**src/design/response_frame_checker_unit_macros.svh**
```systemverilog
// ----------------------------------------------------------------------------
// response frame checker assertion macros
// shared concurrent assertion forms, clocked on i_clk, off during reset
// ----------------------------------------------------------------------------
`ifndef RESPONSE_FRAME_CHECKER_UNIT_MACROS_SVH
`define RESPONSE_FRAME_CHECKER_UNIT_MACROS_SVH

// same-cycle implication
`define RFC_ASSERT_IMPL(label, ante, cons) \
    label: assert property (@(posedge i_clk) disable iff (!i_rst_n) \
        (ante) |-> (cons)) else $error("rfc assertion failed");

// next-cycle implication
`define RFC_ASSERT_NEXT(label, ante, cons) \
    label: assert property (@(posedge i_clk) disable iff (!i_rst_n) \
        (ante) |=> (cons)) else $error("rfc assertion failed");

`endif

```
**src/design/rfc_pkg.sv**
```systemverilog
// ----------------------------------------------------------------------------
// rfc_pkg
// constants, status codes and crc-16 helpers for the response frame checker
// ----------------------------------------------------------------------------
`default_nettype none

package rfc_pkg;

    localparam int MAX_FRAME_BYTES = 4096;
    // count must hold max_frame_bytes itself
    localparam int CNT_W           = $clog2(MAX_FRAME_BYTES + 1);
    localparam int LEN_W           = 16;
    // length plus overhead, one bit wider than the length
    localparam int LSUM_W          = LEN_W + 1;
    localparam logic [LSUM_W-1:0] FRAME_OVERHEAD = LSUM_W'(9);

    localparam int POS_SEQ   = 2;
    localparam int POS_LEN_L = 5;
    localparam int POS_LEN_H = 6;

    typedef enum logic [1:0] {
        ST_INCOMPLETE = 2'd0,
        ST_GOOD       = 2'd1,
        ST_CRC_ERR    = 2'd2,
        ST_OVERFLOW   = 2'd3
    } t_status;

    // crc-16 poly 0x1021 nibble table
    localparam logic [15:0] NIB_TAB [16] = '{
        16'h0000, 16'h1021, 16'h2042, 16'h3063,
        16'h4084, 16'h50a5, 16'h60c6, 16'h70e7,
        16'h8108, 16'h9129, 16'ha14a, 16'hb16b,
        16'hc18c, 16'hd1ad, 16'he1ce, 16'hf1ef
    };

    function automatic logic [15:0] crc_nibble(input logic [15:0] crc,
                                               input logic [3:0]  nib);
        logic [3:0] idx;
        idx = crc[15:12] ^ nib;
        return {crc[11:0], 4'h0} ^ NIB_TAB[idx];
    endfunction

    // high nibble first
    function automatic logic [15:0] crc_byte(input logic [15:0] crc,
                                             input logic [7:0]  b);
        logic [15:0] mid;
        mid = crc_nibble(crc, b[7:4]);
        return crc_nibble(mid, b[3:0]);
    endfunction

endpackage

`default_nettype wire

```
**src/design/rfc_ifs.sv**
```systemverilog
// ----------------------------------------------------------------------------
// rfc stream interfaces
// valid/ready channels for received bytes and frame verdicts
// ----------------------------------------------------------------------------
`default_nettype none

interface rfc_in_if;
    logic       valid;
    logic       ready;
    logic [7:0] rx_byte;

    modport source (output valid, output rx_byte, input ready);
    modport sink   (input valid, input rx_byte, output ready);
endinterface

interface rfc_out_if;
    logic        valid;
    logic        ready;
    logic [1:0]  status;
    logic [7:0]  seq_id;
    logic [15:0] payload_length;

    modport source (output valid, output status, output seq_id,
                    output payload_length, input ready);
    modport sink   (input valid, input status, input seq_id,
                    input payload_length, output ready);
endinterface

`default_nettype wire

```
**src/design/response_frame_checker_unit.sv**
```systemverilog
// path: a taken beat is registered in the byte register, then in the result register
// throughput: one byte per cycle unless the result side stalls; the crc step is two
// nibble-table lookups between the byte register and the result register
// back-pressure: a waiting result stalls the byte register, never the channel early
// reset: synchronous, active low; clears frame state and both valid flags
// ----------------------------------------------------------------------------
// response frame checker unit
// counts response bytes, captures sequence and length, runs crc-16 xmodem
// over all but the last two bytes and reports one verdict beat per byte
// ----------------------------------------------------------------------------
`default_nettype none

module response_frame_checker_unit (
    input  wire  i_clk,
    input  wire  i_rst_n,
    rfc_in_if.sink    i_rx,
    rfc_out_if.source o_res
);
    import rfc_pkg::*;

    // byte register stage
    logic       r_s1_valid;
    logic [7:0] r_s1_byte;

    // result register stage
    logic              r_out_valid;
    t_status           r_status;
    logic [7:0]        r_seq;
    logic [LEN_W-1:0]  r_len;

    // frame state
    logic [CNT_W-1:0]  r_count;
    logic [LEN_W-1:0]  r_cap_len;
    logic [7:0]        r_cap_seq;
    logic [15:0]       r_crc;
    logic [7:0]        r_d0;   // newest byte
    logic [7:0]        r_d1;   // older byte

    logic              s1_move;
    logic              in_fire;
    logic              s1_fire;

    logic [CNT_W-1:0]  n_count;
    logic [LEN_W-1:0]  n_cap_len;
    logic [7:0]        n_cap_seq;
    logic [15:0]       n_crc;
    logic              done;
    logic              length_hit;
    logic              crc_ok;
    t_status           verdict;

    // result register frees when empty or being taken
    assign s1_move    = !r_out_valid || o_res.ready;
    assign i_rx.ready = !r_s1_valid || s1_move;
    assign in_fire    = i_rx.valid && i_rx.ready;
    assign s1_fire    = r_s1_valid && s1_move;

    // per-byte update, all from the byte register and frame state
    always_comb begin
        n_crc     = r_crc;
        n_cap_seq = r_cap_seq;
        n_cap_len = r_cap_len;

        // crc trails the stream by two bytes
        if (r_count >= CNT_W'(POS_SEQ)) begin
            n_crc = crc_byte(r_crc, r_d1);
        end

        if (r_count == CNT_W'(POS_SEQ)) begin
            n_cap_seq = r_s1_byte;
        end else if (r_count == CNT_W'(POS_LEN_L)) begin
            n_cap_len = {r_cap_len[15:8], r_s1_byte};
        end else if (r_count == CNT_W'(POS_LEN_H)) begin
            n_cap_len = {r_s1_byte, r_cap_len[7:0]};
        end

        n_count    = r_count + CNT_W'(1);
        length_hit = (LSUM_W'(n_count) == (LSUM_W'(n_cap_len) + FRAME_OVERHEAD));
        // crc low byte came first, high byte is the current one
        crc_ok     = (n_crc[7:0] == r_d0) && (n_crc[15:8] == r_s1_byte);

        if (length_hit) begin
            verdict = crc_ok ? ST_GOOD : ST_CRC_ERR;
            done    = 1'b1;
        end else if (n_count >= CNT_W'(MAX_FRAME_BYTES)) begin
            verdict = ST_OVERFLOW;
            done    = 1'b1;
        end else begin
            verdict = ST_INCOMPLETE;
            done    = 1'b0;
        end
    end

    always_ff @(posedge i_clk) begin
        if (!i_rst_n) begin
            r_s1_valid <= 1'b0;
        end else if (i_rx.ready) begin
            r_s1_valid <= i_rx.valid;
        end
    end

    always_ff @(posedge i_clk) begin
        if (in_fire) begin
            r_s1_byte <= i_rx.rx_byte;
        end
    end

    always_ff @(posedge i_clk) begin
        if (!i_rst_n) begin
            r_out_valid <= 1'b0;
        end else if (s1_move) begin
            r_out_valid <= r_s1_valid;
        end
    end

    // result payload, zero fields while the frame is incomplete
    always_ff @(posedge i_clk) begin
        if (s1_fire) begin
            r_status <= verdict;
            r_seq    <= done ? n_cap_seq : 8'h00;
            r_len    <= done ? n_cap_len : '0;
        end
    end

    // frame state advances once per byte moving into the result register
    always_ff @(posedge i_clk) begin
        if (!i_rst_n) begin
            r_count   <= '0;
            r_cap_len <= '0;
            r_cap_seq <= 8'h00;
            r_crc     <= 16'h0000;
            r_d0      <= 8'h00;
            r_d1      <= 8'h00;
        end else if (s1_fire) begin
            if (done) begin
                r_count   <= '0;
                r_cap_len <= '0;
                r_cap_seq <= 8'h00;
                r_crc     <= 16'h0000;
                r_d0      <= 8'h00;
                r_d1      <= 8'h00;
            end else begin
                r_count   <= n_count;
                r_cap_len <= n_cap_len;
                r_cap_seq <= n_cap_seq;
                r_crc     <= n_crc;
                r_d0      <= r_s1_byte;
                r_d1      <= r_d0;
            end
        end
    end

    assign o_res.valid          = r_out_valid;
    assign o_res.status         = r_status;
    assign o_res.seq_id         = r_seq;
    assign o_res.payload_length = r_len;

`include "response_frame_checker_unit_macros.svh"

    // a verdict leaves the frame state cleared
    `RFC_ASSERT_NEXT(a_clear_after_verdict, s1_fire && done,
                     r_count == '0 && r_crc == 16'h0000)

    // the count never sits at the overflow limit
    `RFC_ASSERT_IMPL(a_count_bound, 1'b1, r_count < CNT_W'(MAX_FRAME_BYTES))

    // incomplete beats carry zero fields
    `RFC_ASSERT_IMPL(a_incomplete_zero, r_out_valid && r_status == ST_INCOMPLETE,
                     r_seq == 8'h00 && r_len == '0)

    // a stalled byte stays in the byte register
    `RFC_ASSERT_NEXT(a_s1_hold, r_s1_valid && !s1_move, r_s1_valid && $stable(r_s1_byte))

    // frame state only moves when a byte is retired
    `RFC_ASSERT_NEXT(a_state_quiet, !s1_fire, $stable(r_count) && $stable(r_crc))

endmodule

`default_nettype wire

```
**src/flat_wrapper.sv**
```systemverilog
// flat-port wrapper written by rule: the top's interface ports become plain ports
module response_frame_checker_unit_flat import rfc_pkg::*;
  (i_clk, i_rst_n, i_rx_valid, i_rx_rx_byte, i_rx_ready, o_res_valid, o_res_status, o_res_seq_id, o_res_payload_length, o_res_ready);
  rfc_in_if i_rx_i ();
  rfc_out_if o_res_i ();
  input  wire i_clk;
  input  wire i_rst_n;
  input wire logic [$bits(i_rx_i.valid)-1:0] i_rx_valid;
  input wire logic [$bits(i_rx_i.rx_byte)-1:0] i_rx_rx_byte;
  output wire logic [$bits(i_rx_i.ready)-1:0] i_rx_ready;
  output wire logic [$bits(o_res_i.valid)-1:0] o_res_valid;
  output wire logic [$bits(o_res_i.status)-1:0] o_res_status;
  output wire logic [$bits(o_res_i.seq_id)-1:0] o_res_seq_id;
  output wire logic [$bits(o_res_i.payload_length)-1:0] o_res_payload_length;
  input wire logic [$bits(o_res_i.ready)-1:0] o_res_ready;
  assign i_rx_i.valid = i_rx_valid;
  assign i_rx_i.rx_byte = i_rx_rx_byte;
  assign i_rx_ready = i_rx_i.ready;
  assign o_res_valid = o_res_i.valid;
  assign o_res_status = o_res_i.status;
  assign o_res_seq_id = o_res_i.seq_id;
  assign o_res_payload_length = o_res_i.payload_length;
  assign o_res_i.ready = o_res_ready;
  response_frame_checker_unit u_core (.i_clk(i_clk), .i_rst_n(i_rst_n), .i_rx(i_rx_i), .o_res(o_res_i));
endmodule
```
**config.mk**
```make
export PLATFORM = sky130hd
export DESIGN_NAME = response_frame_checker_unit_flat
export DESIGN_NICKNAME = d
export VERILOG_FILES = /design/src/design/rfc_pkg.sv /design/src/design/rfc_ifs.sv /design/src/design/response_frame_checker_unit.sv /design/src/flat_wrapper.sv
export VERILOG_INCLUDE_DIRS = /design/src /design/src/design
export SDC_FILE = /design/constraint.sdc
export NUM_CORES = 1
export LEC_CHECK = 0
export ABC_CLOCK_PERIOD_IN_PS = 6450
export BUFFER_PORTS_ARGS = -buffer_cell sky130_fd_sc_hd__buf_2
export CAP_MARGIN = 20
export CORE_UTILIZATION = 50
export DETAILED_ROUTE_END_ITERATION = 7
export PLACE_DENSITY = 0.68
export SYNTH_ARGS = -nofsm -noshare
export SYNTH_HDL_FRONTEND = slang
export SYNTH_SLANG_ARGS = --single-unit
```
**constraint.sdc**
```tcl
create_clock -name i_clk -period 6.45 [get_ports i_clk]
set_input_delay 0.9675 -clock i_clk [delete_from_list [all_inputs] [get_ports i_clk]]
set_output_delay 0.9675 -clock i_clk [all_outputs]
set_load 0.01 [all_outputs]
```
Word-level counts from Yosys, hierarchy flattened --
Memory sizes are Yosys's and may differ from the RTL's. Cells that the tools add are included.
Storage, ports and cells: ROM bits 512, memories kept 2, bits in registers 105, bits in writable memories 0, bits in latches 0
Memory list:
- (name not given) | depth 16, bits a word 16, rd ports 1, clocked after Yosys merged registers in 0, wr ports 0, RTL line rfc_pkg.sv:40 | return {crc[11:0], 4'h0} ^ NIB_TAB[idx];
- (name not given) | depth 16, bits a word 16, rd ports 1, clocked after Yosys merged registers in 0, wr ports 0, RTL line rfc_pkg.sv:40
Operators by class: reduce and logical (&&, ||, !) cells 7, magnitude comparators 4, equality and inequality tests 6, div/mod/pow operators 0, muxes and demuxes 20, bitwise gates (word level) 6, shift-type cells 0, add/sub/neg operators 2, multipliers 0
Operators with widths (count):
- $mux W16 | 10
- $mux W8 | 4
- $xor A16 B16 Y16 | 2
- $eq A13 B3 Y1 const B | 2
- $add A16 B4 Y17 const B | 1
- $eq A13 B17 Y1 | 1
- $eq A8 B8 Y1 | 2
- $add A13 B1 Y13 const B | 1
- $eq A13 B2 Y1 const B | 1
- $ge A13 B13 Y1 const B | 1
- $ge A13 B2 Y1 const B | 1
- $mux W13 | 1
- $ge A5 B5 Y1 const B | 2
- $not A4 Y5 | 2
- $xor A4 B4 Y4 | 2
- $mux W2 | 3
- $logic_and A1 B1 Y1 | 3
- $logic_not A1 Y1 | 2
- $logic_or A1 B1 Y1 | 2
- $mux W1 | 2

Depth between registers and ports, before layout --
Gate-level depths: netlist of run 1.
depth in word-level cells 17, mapped depth 19

Worst setup path after synthesis of run 1 --
No wires, ideal clock.
path kind register -> register, start point register u_core.r_count[3], end point register u_core.r_status[0] (netlist: u_core.o_res.status[0]) (data pin), setup time 254 ps, required time 6196 ps, stages on the path, launching flop included 17, clock period less this slack 4078 ps, path slack 2372 ps, buffers on the path 3, arrival time 3825 ps, cell sequence dfxtp_1 -> clkbuf_1 -> nor4b_1 -> and4_1 -> clkbuf_1 -> mux2i_1 -> inv_1 -> ha_1 -> nand2_1 -> mux2i_1 -> o211ai_1 -> a211o_1 -> a221o_1 -> a211oi_1 -> nand2_1 -> clkbuf_1 -> a21o_1
On the way: elaborated cells between the ends (all ways) 18, classes of those cells add/sub: 2; order compare: 2; eq/ne: 6; mux: 7; reduce/logical: 1
RTL lines:
- start, declared | RTL line response_frame_checker_unit.sv:32 | logic [CNT_W-1:0] r_count;
- start signal, assigned | RTL line response_frame_checker_unit.sv:143 | r_count <= n_count;
- $eq A13 B3 Y1 | RTL line response_frame_checker_unit.sv:71 | end else if (r_count == CNT_W'(POS_LEN_L)) begin
- $mux W16 | RTL line response_frame_checker_unit.sv:71
- $mux W16 (*) | RTL line response_frame_checker_unit.sv:69 | if (r_count == CNT_W'(POS_SEQ)) begin
- named net u_core.n_cap_len[0] | RTL line response_frame_checker_unit.sv:44 | logic [LEN_W-1:0] n_cap_len;
- $add A16 B4 Y17 (*) | RTL line response_frame_checker_unit.sv:78 | length_hit = (LSUM_W'(n_count) == (LSUM_W'(n_cap_len) + FRAME_OVERHEAD));
- $eq A13 B17 Y1 (*) | RTL line response_frame_checker_unit.sv:78
- $mux W2 (*) | RTL line response_frame_checker_unit.sv:82 | if (length_hit) begin
- named net u_core.verdict[0] | RTL line response_frame_checker_unit.sv:50 | t_status verdict;
- end signal, assigned | RTL line response_frame_checker_unit.sv:119 | r_status <= verdict;
- end, declared | RTL line response_frame_checker_unit.sv:27 | t_status r_status;
Mark *: on every way through the listed nets, which the timed path passes. The rest lies on a longest branch. A chain may end at the register's enable or synchronous reset.

Worst setup path after layout of run 1 --
start point register u_core.r_count[2], end point register u_core.r_cap_len[3]
On the way: elaborated cells between the ends (all ways) 13, classes of those cells add/sub: 2; order compare: 1; eq/ne: 4; mux: 6
RTL lines:
- $eq A13 B3 Y1 | RTL line response_frame_checker_unit.sv:71
- $mux W16 | RTL line response_frame_checker_unit.sv:71
- $mux W16 (*) | RTL line response_frame_checker_unit.sv:69
- named net u_core.n_cap_len[0] | RTL line response_frame_checker_unit.sv:44
- $add A16 B4 Y17 (*) | RTL line response_frame_checker_unit.sv:78
- $eq A13 B17 Y1 (*) | RTL line response_frame_checker_unit.sv:78
- $mux W1 (*) | RTL line response_frame_checker_unit.sv:82
- $mux W16 (*) | RTL line response_frame_checker_unit.sv:135 | if (done) begin
- end signal, assigned | RTL line response_frame_checker_unit.sv:144 | r_cap_len <= n_cap_len;
- end, declared | RTL line response_frame_checker_unit.sv:33 | logic [LEN_W-1:0] r_cap_len;
Marked as above.

==> impl_metrics.csv, run 1 <==
group,metric,value,unit
pwr,p_seq_frac,0.503,
clocking,cts_root_buffer,"clkbuf_16",
critical_path,worstPathCellList,"nor4b_1 > and4_1 > mux2i_1 > inv_1 > ha_1 > nand2_1 > mux2i_1 > o211ai_1 > a211o_1 > a221o_1 > a211oi_1 > a21oi_4 > buf_4 > nand3_1 > o21ai_0",
critical_path,largest_fanout_of_any_net_on_the_critical_path,36,
finish,fin_util,0.560,
timing,worstMarginPinSlew,1090,ps
pwr,p_int,1060,uW
drt,drcViolationCount,0,
finish,final_layout_size_suffix_gt1_frac,0.103,
timing,timing.final.setup_violations,0,
critical_path,r2r_end,"u_core.r_cap_len[3]",
critical_path,worstPathArrival,5660,ps
finish,fillCellCount,1017,
finish,stdcell_area,6390,sq um
clocking,max-clock-path-buffers,2,
timing,clock-skew-final,14.5,ps
die,rows,39,
timing,setup-tns-final,0,ps
hold_path,hold_path_startpoint,"u_core.r_cap_seq[2]",
logic_synthesis,synth_area_leaders,"dfxtp_1 24%, edfxtp_1 17%, xnor2_1 7.2%",
clocking,cts.sink_count,105,
critical_path,max_stage_delay,790,ps
logic_synthesis,ys_dominant_reg_cell,"dfxtp_1",
drt,drt_first_pass_iters,5,
global_routing,gr-total-overflow,0,
placement,port-buffer-count,39,
finish,seqCellArea,2440,sq um
finish,antenna-diode-count,0,
timing,post-route-period-util,0.839,
clocking,post_cts_setup_buffers,0,
pwr,comb_power_share,0.087,
die,die_width,110,um
clocking,cts_hold_buffers_added,0,
clocking,register_clock_pin_slew_on_the_reported_worst_setup_and_hold_paths,80,ps
placement,placed_area,6070,sq um
hold_path,hp-class,"reg -> reg",
critical_path,reg2reg_setup_slack,1040,ps
global_routing,number_of_antenna_violations_at_the_first_check_in_global_routing,0,
pwr,pwr_density_cell,226,nW/um^2
timing,holdWs,475,ps
clocking,post_cts_resize_count,0,
pwr,total_power,1440,uW
critical_path,required,6700,ps
critical_path,worst-setup-path-type,"reg -> reg",
critical_path,rr_worst_depth,15,
placement,place_hpwl,10500,um
pwr,power.share.switching,0.265,
logic_synthesis,synth_enable_flop_cells,34,
timing,rsz_0062_raised_after_global_routing,"no",
die,initial_cell_density_of_the_core,0.514,
logic_synthesis,synthCells,672,
pwr,power_switching,383,uW
global_routing,grt_usage,0.271,
logic_synthesis,postSynth.asyncResetShare,0,
finish,layout-area-overhead-vs-synth,8.80,%
clocking,tritoncts_clock_tree,"built",
placement,gp_congestion,0.929,
finish,multi_input_logic_area,3170,sq um
logic_synthesis,ys_seq_elements,105,
logic_synthesis,synth_cell_types,51,
timing,final.min_clock_period,5410,ps
clocking,latest_clock_arrival_within_the_worst_skew_pair,350,ps
timing,timing.slew.headroom,0.275,
logic_synthesis,synth.yosys.warnings,0,
hold_path,holdPathEnd,"u_core.r_cap_seq[2]",
timing,timing.fmax,0.185,GHz
die,floorplan.io_pins,40,
global_routing,grt_max_degree,43,
die,die_y,110,um
die,floorplan.die_area,12200,sq um
drt,via_count,5102,
drt,ant_nets,0,
finish,nets,691,
outcome,status,"finished, final reports clean",
critical_path,critical_path.startpoint,"u_core.r_count[2]",
pwr,power.static_leakage,0.00228,uW
die,core_area,11400,sq um
run,maxCapViolCount,0,
pwr,vdd.ir_drop.worst,0.000127,V
pwr,clock_power_share,0.410,
clocking,cts_max_level,3,
timing,timing.final.max_slew_violations,0,
drt,detail_route.vias_per_cell,6.20,
timing,timing_hold_violations_final,0,
clocking,cts-buffers-inserted,9,
logic_synthesis,synth_largest_type_area_fraction,0.242,
logic_synthesis,syn_avg_cell_area,8.74,sq um
drt,drt_iter0_markers,388,
logic_synthesis,synth_sequential_area_ratio,0.416,
global_routing,first_global_vias,4644,
critical_path,timing.critical_path.buf_inv,2,
logic_synthesis,net_count_after_synthesis,688,
logic_synthesis,synth_top_cell_by_area,"dfxtp_1",
critical_path,crit-reg2reg-launch,"u_core.r_count[2]",
hold_path,min_path_cells,2,
critical_path,timing.critical_path.slowest_stage_cell,"a21oi_4",
critical_path,crit_path_end_kind,"register",
critical_path,worst_path_dominant_cell_family,"compound AO/OA/AOI/OAI gates",
drt,post_drt_wl_per_cell,18.9,um
global_routing,grt_pass1_wl,24900,um
critical_path,worstSetupStartpointType,"register",
drt,drt-total-wl,15600,um
logic_synthesis,mappedNetlistArea,5870,sq um
critical_path,crit_path_frequent_cell,"mux2i_1",
[state kept, by name, summed over array words and instances (netlist names)]
| name | count |
|---|---|
| u_core.r_crc | 16 |
| u_core.o_res.payload_length | 16 |
| u_core.r_s1_byte | 8 |
| u_core.r_s1_valid | 1 |
| u_core.r_cap_len | 16 |
| u_core.r_count | 13 |
| u_core.r_d0 | 8 |
| u_core.r_cap_seq | 8 |
| u_core.o_res.seq_id | 8 |
| u_core.o_res.valid | 1 |
| u_core.o_res.status | 2 |
| u_core.r_d1 | 8 |
[how the worst max path moves through the flow]
stage,slack [ps],end,cells past startpoint
floorplan,2370,u_core.o_res.status[0],16
global placement,1380,u_core.r_cap_len[4],15
detailed placement,1170,u_core.r_cap_len[8],15
CTS,1160,u_core.r_cap_len[8],15
global route,600,u_core.r_cap_len[3],15
finish,1040,u_core.r_cap_len[3],15
[worst register-to-register path, delay by kind of cell (launching register included)]
family	cells	cell delay (ps)
buffers and inverters	2	570
and+or+nand+nor	4	1600
DFF	1	560
muxes	2	560
adders and majority gates	1	250
AOI/OAI and AO/OA	6	1800
[kinds of logic (layout without fill, tap and decap cells)]
| kind of cell | after synthesis | count (layout) | synth area share |
|---|---|---|---|
| simple gates | 267 | 267 | 0.220 |
| compound gates | 121 | 121 | 0.133 |
| flops | 105 | 105 | 0.416 |
| xor+xnor | 71 | 71 | 0.106 |
| buf+inv | 64 | 72 | 0.0473 |
| mux | 40 | 40 | 0.0692 |
| fa+ha+maj | 4 | 4 | 0.00852 |
[through the flow]
stage | cells | setup WS, ps
after CTS | 823 | 1160
after floorplan | 672 | 2370
final | 823 | 1040
after detailed placement | 807 | 1170
after global routing | 823 | 597
after global placement | 807 | 1380
[cell usage in the layout (no fill, tap or decap), drive strengths merged, types with 23 or more instances in the layout]
cell and count:
edfxtp 34, mux2i 38, xnor2 48, a21oi 27
nand3 55, buf 45, nand2 90, o21ai 23
nor2 48, xor2 23, a31oi 24, dfxtp 71
[layout make-up]
type,count,area share
sequential,105,0.382
inverter,11,0.00646
clock buffer,9,0.0352
clock inverter,7,0.0149
timing repair buffer,45,0.0376
multi-input combinational,503,0.496
tap,143,0.0280
[synthesized netlist by cell type (3+ instances only)]
cell / number
a211oi_1: 5
a21oi_1: 25
a22o_1: 14
a31oi_1: 24
and2_1: 3
and3_1: 4
and4_1: 5
buf_1: 8
buf_2: 6
buf_6: 4
clkbuf_1: 35
dfxtp_1: 71
edfxtp_1: 34
ha_1: 4
inv_1: 10
mux2i_1: 38
nand2_1: 90
nand3_1: 55
nand3b_1: 6
nand4_1: 14
nor2_1: 47
nor2b_1: 3
nor3_1: 12
nor4_1: 11
o211ai_1: 3
o21ai_0: 23
o22ai_1: 12
or3_1: 6
xnor2_1: 48
xor2_1: 23
[per-layer routing]
layer	vias up	GRT usage	routed length, um
li1	2424	-	-
met1	2419	0.382	6990
met2	223	0.413	7100
met3	36	0.0453	1050
met4	0	0.107	415
met5	-	0	0
[power by group through the flow]
stage          Clock [uW]  Combinational, uW  Sequential, uW
2_1_floorplan           0               96.2             729
3_3_place_gp            0                120             740
3_5_place_dp            0                123             741
4_1_cts               597                124             726
5_1_grt               636                136             730
6_report              593                125             727
Power figures use the tool's default switching activity.
==> inputs of run 2 (changes only) <==
Settings changed: ABC_AREA set to 1, ABC_CLOCK_PERIOD_IN_PS 6450 to 5300.
Clock period 6.45 ns to 5.3 ns, I/O delays scaled along.
==> impl_metrics.csv, run 2 <==
group,metric,value,unit
drt,drt-total-wl,14700,um
critical_path,crit-reg2reg-launch,"u_core.r_count[0]",
finish,mostFrequentLayoutCell,"nand2_1",
logic_synthesis,postSynth.asyncResetShare,0,
pwr,power.static_leakage,0.00250,uW
global_routing,first_global_vias,4804,
placement,place_hpwl,9890,um
global_routing,gr-total-overflow,0,
die,core_area,11700,sq um
placement,placed_area,6300,sq um
timing,timing.fmax,0.271,GHz
critical_path,required,5380,ps
hold_path,holdPathEnd,"u_core.r_d0[7]",
hold_path,hold_path_startpoint,"u_core.r_d0[7]",
global_routing,grt_pass1_wl,23800,um
clocking,cts.sink_count,105,
logic_synthesis,synth_largest_type_area_fraction,0.233,
logic_synthesis,synth.yosys.warnings,0,
clocking,register_clock_pin_slew_on_the_reported_worst_setup_and_hold_paths,70,ps
timing,timing_hold_violations_final,0,
clocking,latest_clock_arrival_within_the_worst_skew_pair,360,ps
logic_synthesis,ys_seq_elements,105,
pwr,pwr_density_cell,257,nW/um^2
finish,fin_util,0.569,
logic_synthesis,synth_sequential_area_ratio,0.400,
logic_synthesis,synth_area_leaders,"dfxtp_1 23%, edfxtp_1 17%, nand2_1 12%",
critical_path,crit_path_end_kind,"register",
timing,post-route-period-util,0.697,
timing,clock-skew-final,9.85,ps
clocking,cts_max_level,3,
global_routing,grt_usage,0.240,
clocking,cts_hold_buffers_added,0,
die,initial_cell_density_of_the_core,0.523,
critical_path,rr_worst_depth,19,
timing,setup-tns-final,0,ps
logic_synthesis,synth_top_cell_by_area,"dfxtp_1",
finish,antenna-diode-count,0,
placement,port-buffer-count,39,
critical_path,worstPathArrival,3770,ps
critical_path,r2r_end,"u_core.o_res.status[1]",
pwr,vdd.ir_drop.worst,0.000170,V
drt,drt_first_pass_iters,5,
logic_synthesis,synth.cells.most_frequent,"202 x nand2_1, 143 x nor2_1, 102 x nand3_1",
hold_path,hp-class,"reg -> reg",
timing,final.min_clock_period,3690,ps
finish,fillCellCount,1077,
hold_path,min_path_cells,2,
critical_path,worstSetupStartpointType,"register",
drt,drt_iter0_markers,482,
clocking,tritoncts_clock_tree,"built",
die,die_y,112,um
logic_synthesis,synthCells,864,
drt,detail_route.vias_per_cell,5.35,
logic_synthesis,synth_cell_types,32,
finish,stdcell_area,6640,sq um
global_routing,number_of_antenna_violations_at_the_first_check_in_global_routing,0,
logic_synthesis,mappedNetlistArea,6100,sq um
logic_synthesis,yosys.cell_count.top_type,"nand2_1",
logic_synthesis,syn_avg_cell_area,7.06,sq um
finish,multi_input_logic_area,3200,sq um
die,floorplan.die_area,12600,sq um
die,die_width,112,um
finish,seqCellArea,2440,sq um
run,maxCapViolCount,0,
drt,drcViolationCount,0,
finish,final_layout_size_suffix_gt1_frac,0.102,
clocking,cts_root_buffer,"clkbuf_16",
timing,timing.final.max_slew_violations,0,
critical_path,largest_fanout_of_any_net_on_the_critical_path,71,
timing,worstMarginPinSlew,767,ps
logic_synthesis,net_count_after_synthesis,880,
global_routing,grt_max_degree,72,
outcome,status,"finished, final reports clean",
clocking,cts-buffers-inserted,9,
logic_synthesis,synth_enable_flop_cells,34,
drt,via_count,5477,
drt,ant_nets,0,
finish,final_cell_mix,"201 x nand2_1, 143 x nor2_1, 102 x nand3_1, 80 x a21oi_1, 71 x dfxtp_1",
clocking,post_cts_setup_buffers,0,
finish,nets,891,
timing,timing.slew.headroom,0.488,
critical_path,reg2reg_setup_slack,1610,ps
timing,timing.final.setup_violations,0,
die,rows,39,
clocking,max-clock-path-buffers,2,
timing,rsz_0062_raised_after_global_routing,"no",
die,floorplan.io_pins,40,
placement,gp_congestion,0.858,
drt,post_drt_wl_per_cell,14.4,um
finish,layout-area-overhead-vs-synth,8.80,%
clocking,post_cts_resize_count,0,
critical_path,worst-setup-path-type,"reg -> reg",
logic_synthesis,ys_dominant_reg_cell,"dfxtp_1",
## run 2: cell types whose count changed after synthesis, sizes merged, moves of 12 or more
cell	delta
nand2	+119
nor2	+104
inv	+57
a21oi	+54
nand3	+49
mux2i	-38
xnor2	-35
a31oi	-24
xor2	+17
a22o	-14
o22ai	-12
## run 2: cell type report
type | count | share of cell area
Sequential cell | 105 | 0.368
Tap cell | 143 | 0.0270
Inverter | 67 | 0.0379
Timing Repair Buffer | 44 | 0.0381
Multi-Input combinational cell | 648 | 0.482
Clock inverter | 6 | 0.0123
Clock buffer | 10 | 0.0345
## run 2: metal layers
layer  vias up  part of all wire  track usage
met4         0             0.012       0.0596
met1      2509              0.47        0.336
met3        18             0.054       0.0502
met2       155              0.47        0.379
met5         -                 0            0
li1       2795                 -            -
## run 2: worst max-delay path: stages (launching register included)
cell and delay [ps]:
dfxtp_1 450, ha_1 220, nand3_2 150, nor2_8 220, nand2_4 120, o21ai_2 230
inv_2 70, ha_1 310, xor2_1 150, nand2_1 60, nor2_1 90, nand2_1 60
nor2_1 80, nand2_1 50, nor2_1 80, nand2_1 90, nor3_4 230, nand2_4 460
nand2_1 210, o21ai_1 80
## run 2: through the flow
stage	cells	hold slack, ps	worst slack (ps)	power [uW]
2_1_floorplan	864	440	2240	971
3_3_place_gp	1006	452	1710	1010
3_5_place_dp	1006	456	1610	1010
4_1_cts	1022	466	1590	1710
5_1_grt	1023	486	1230	1770
6_report	1023	467	1610	1710
## run 2: how the worst max path moves through the flow
stage                 startpoint  slack, ps  cells after the start                     end
5_1_grt        u_core.r_count[0]       1230                     21  u_core.o_res.status[1]
2_1_floorplan  u_core.r_count[0]       2240                     20  u_core.o_res.status[0]
3_5_place_dp   u_core.r_count[0]       1610                     19  u_core.o_res.status[1]
3_3_place_gp   u_core.r_count[0]       1710                     19  u_core.o_res.status[0]
6_report       u_core.r_count[0]       1610                     19  u_core.o_res.status[1]
4_1_cts        u_core.r_count[0]       1590                     19  u_core.o_res.status[1]
## run 2: cells by family after synthesis
kind of cell             after synthesis  share of synthesized area
AND/OR/NAND/NOR                      481                      0.342
buffers and inverters                111                     0.0792
AO/OA/AOI/OAI                        110                     0.0937
flip-flops                           105                      0.400
XOR/XNOR                              53                     0.0761
adder cells (fa/ha/maj)                4                    0.00821
## run 2: power breakdown
part	total (uW)	switching, uW	leakage (uW)	internal [uW]
sequential	859	11.7	0.000908	847
combinational	136	92.3	0.00144	43.5
clock	713	301	0.000152	412
total	1710	405	0.00250	1300
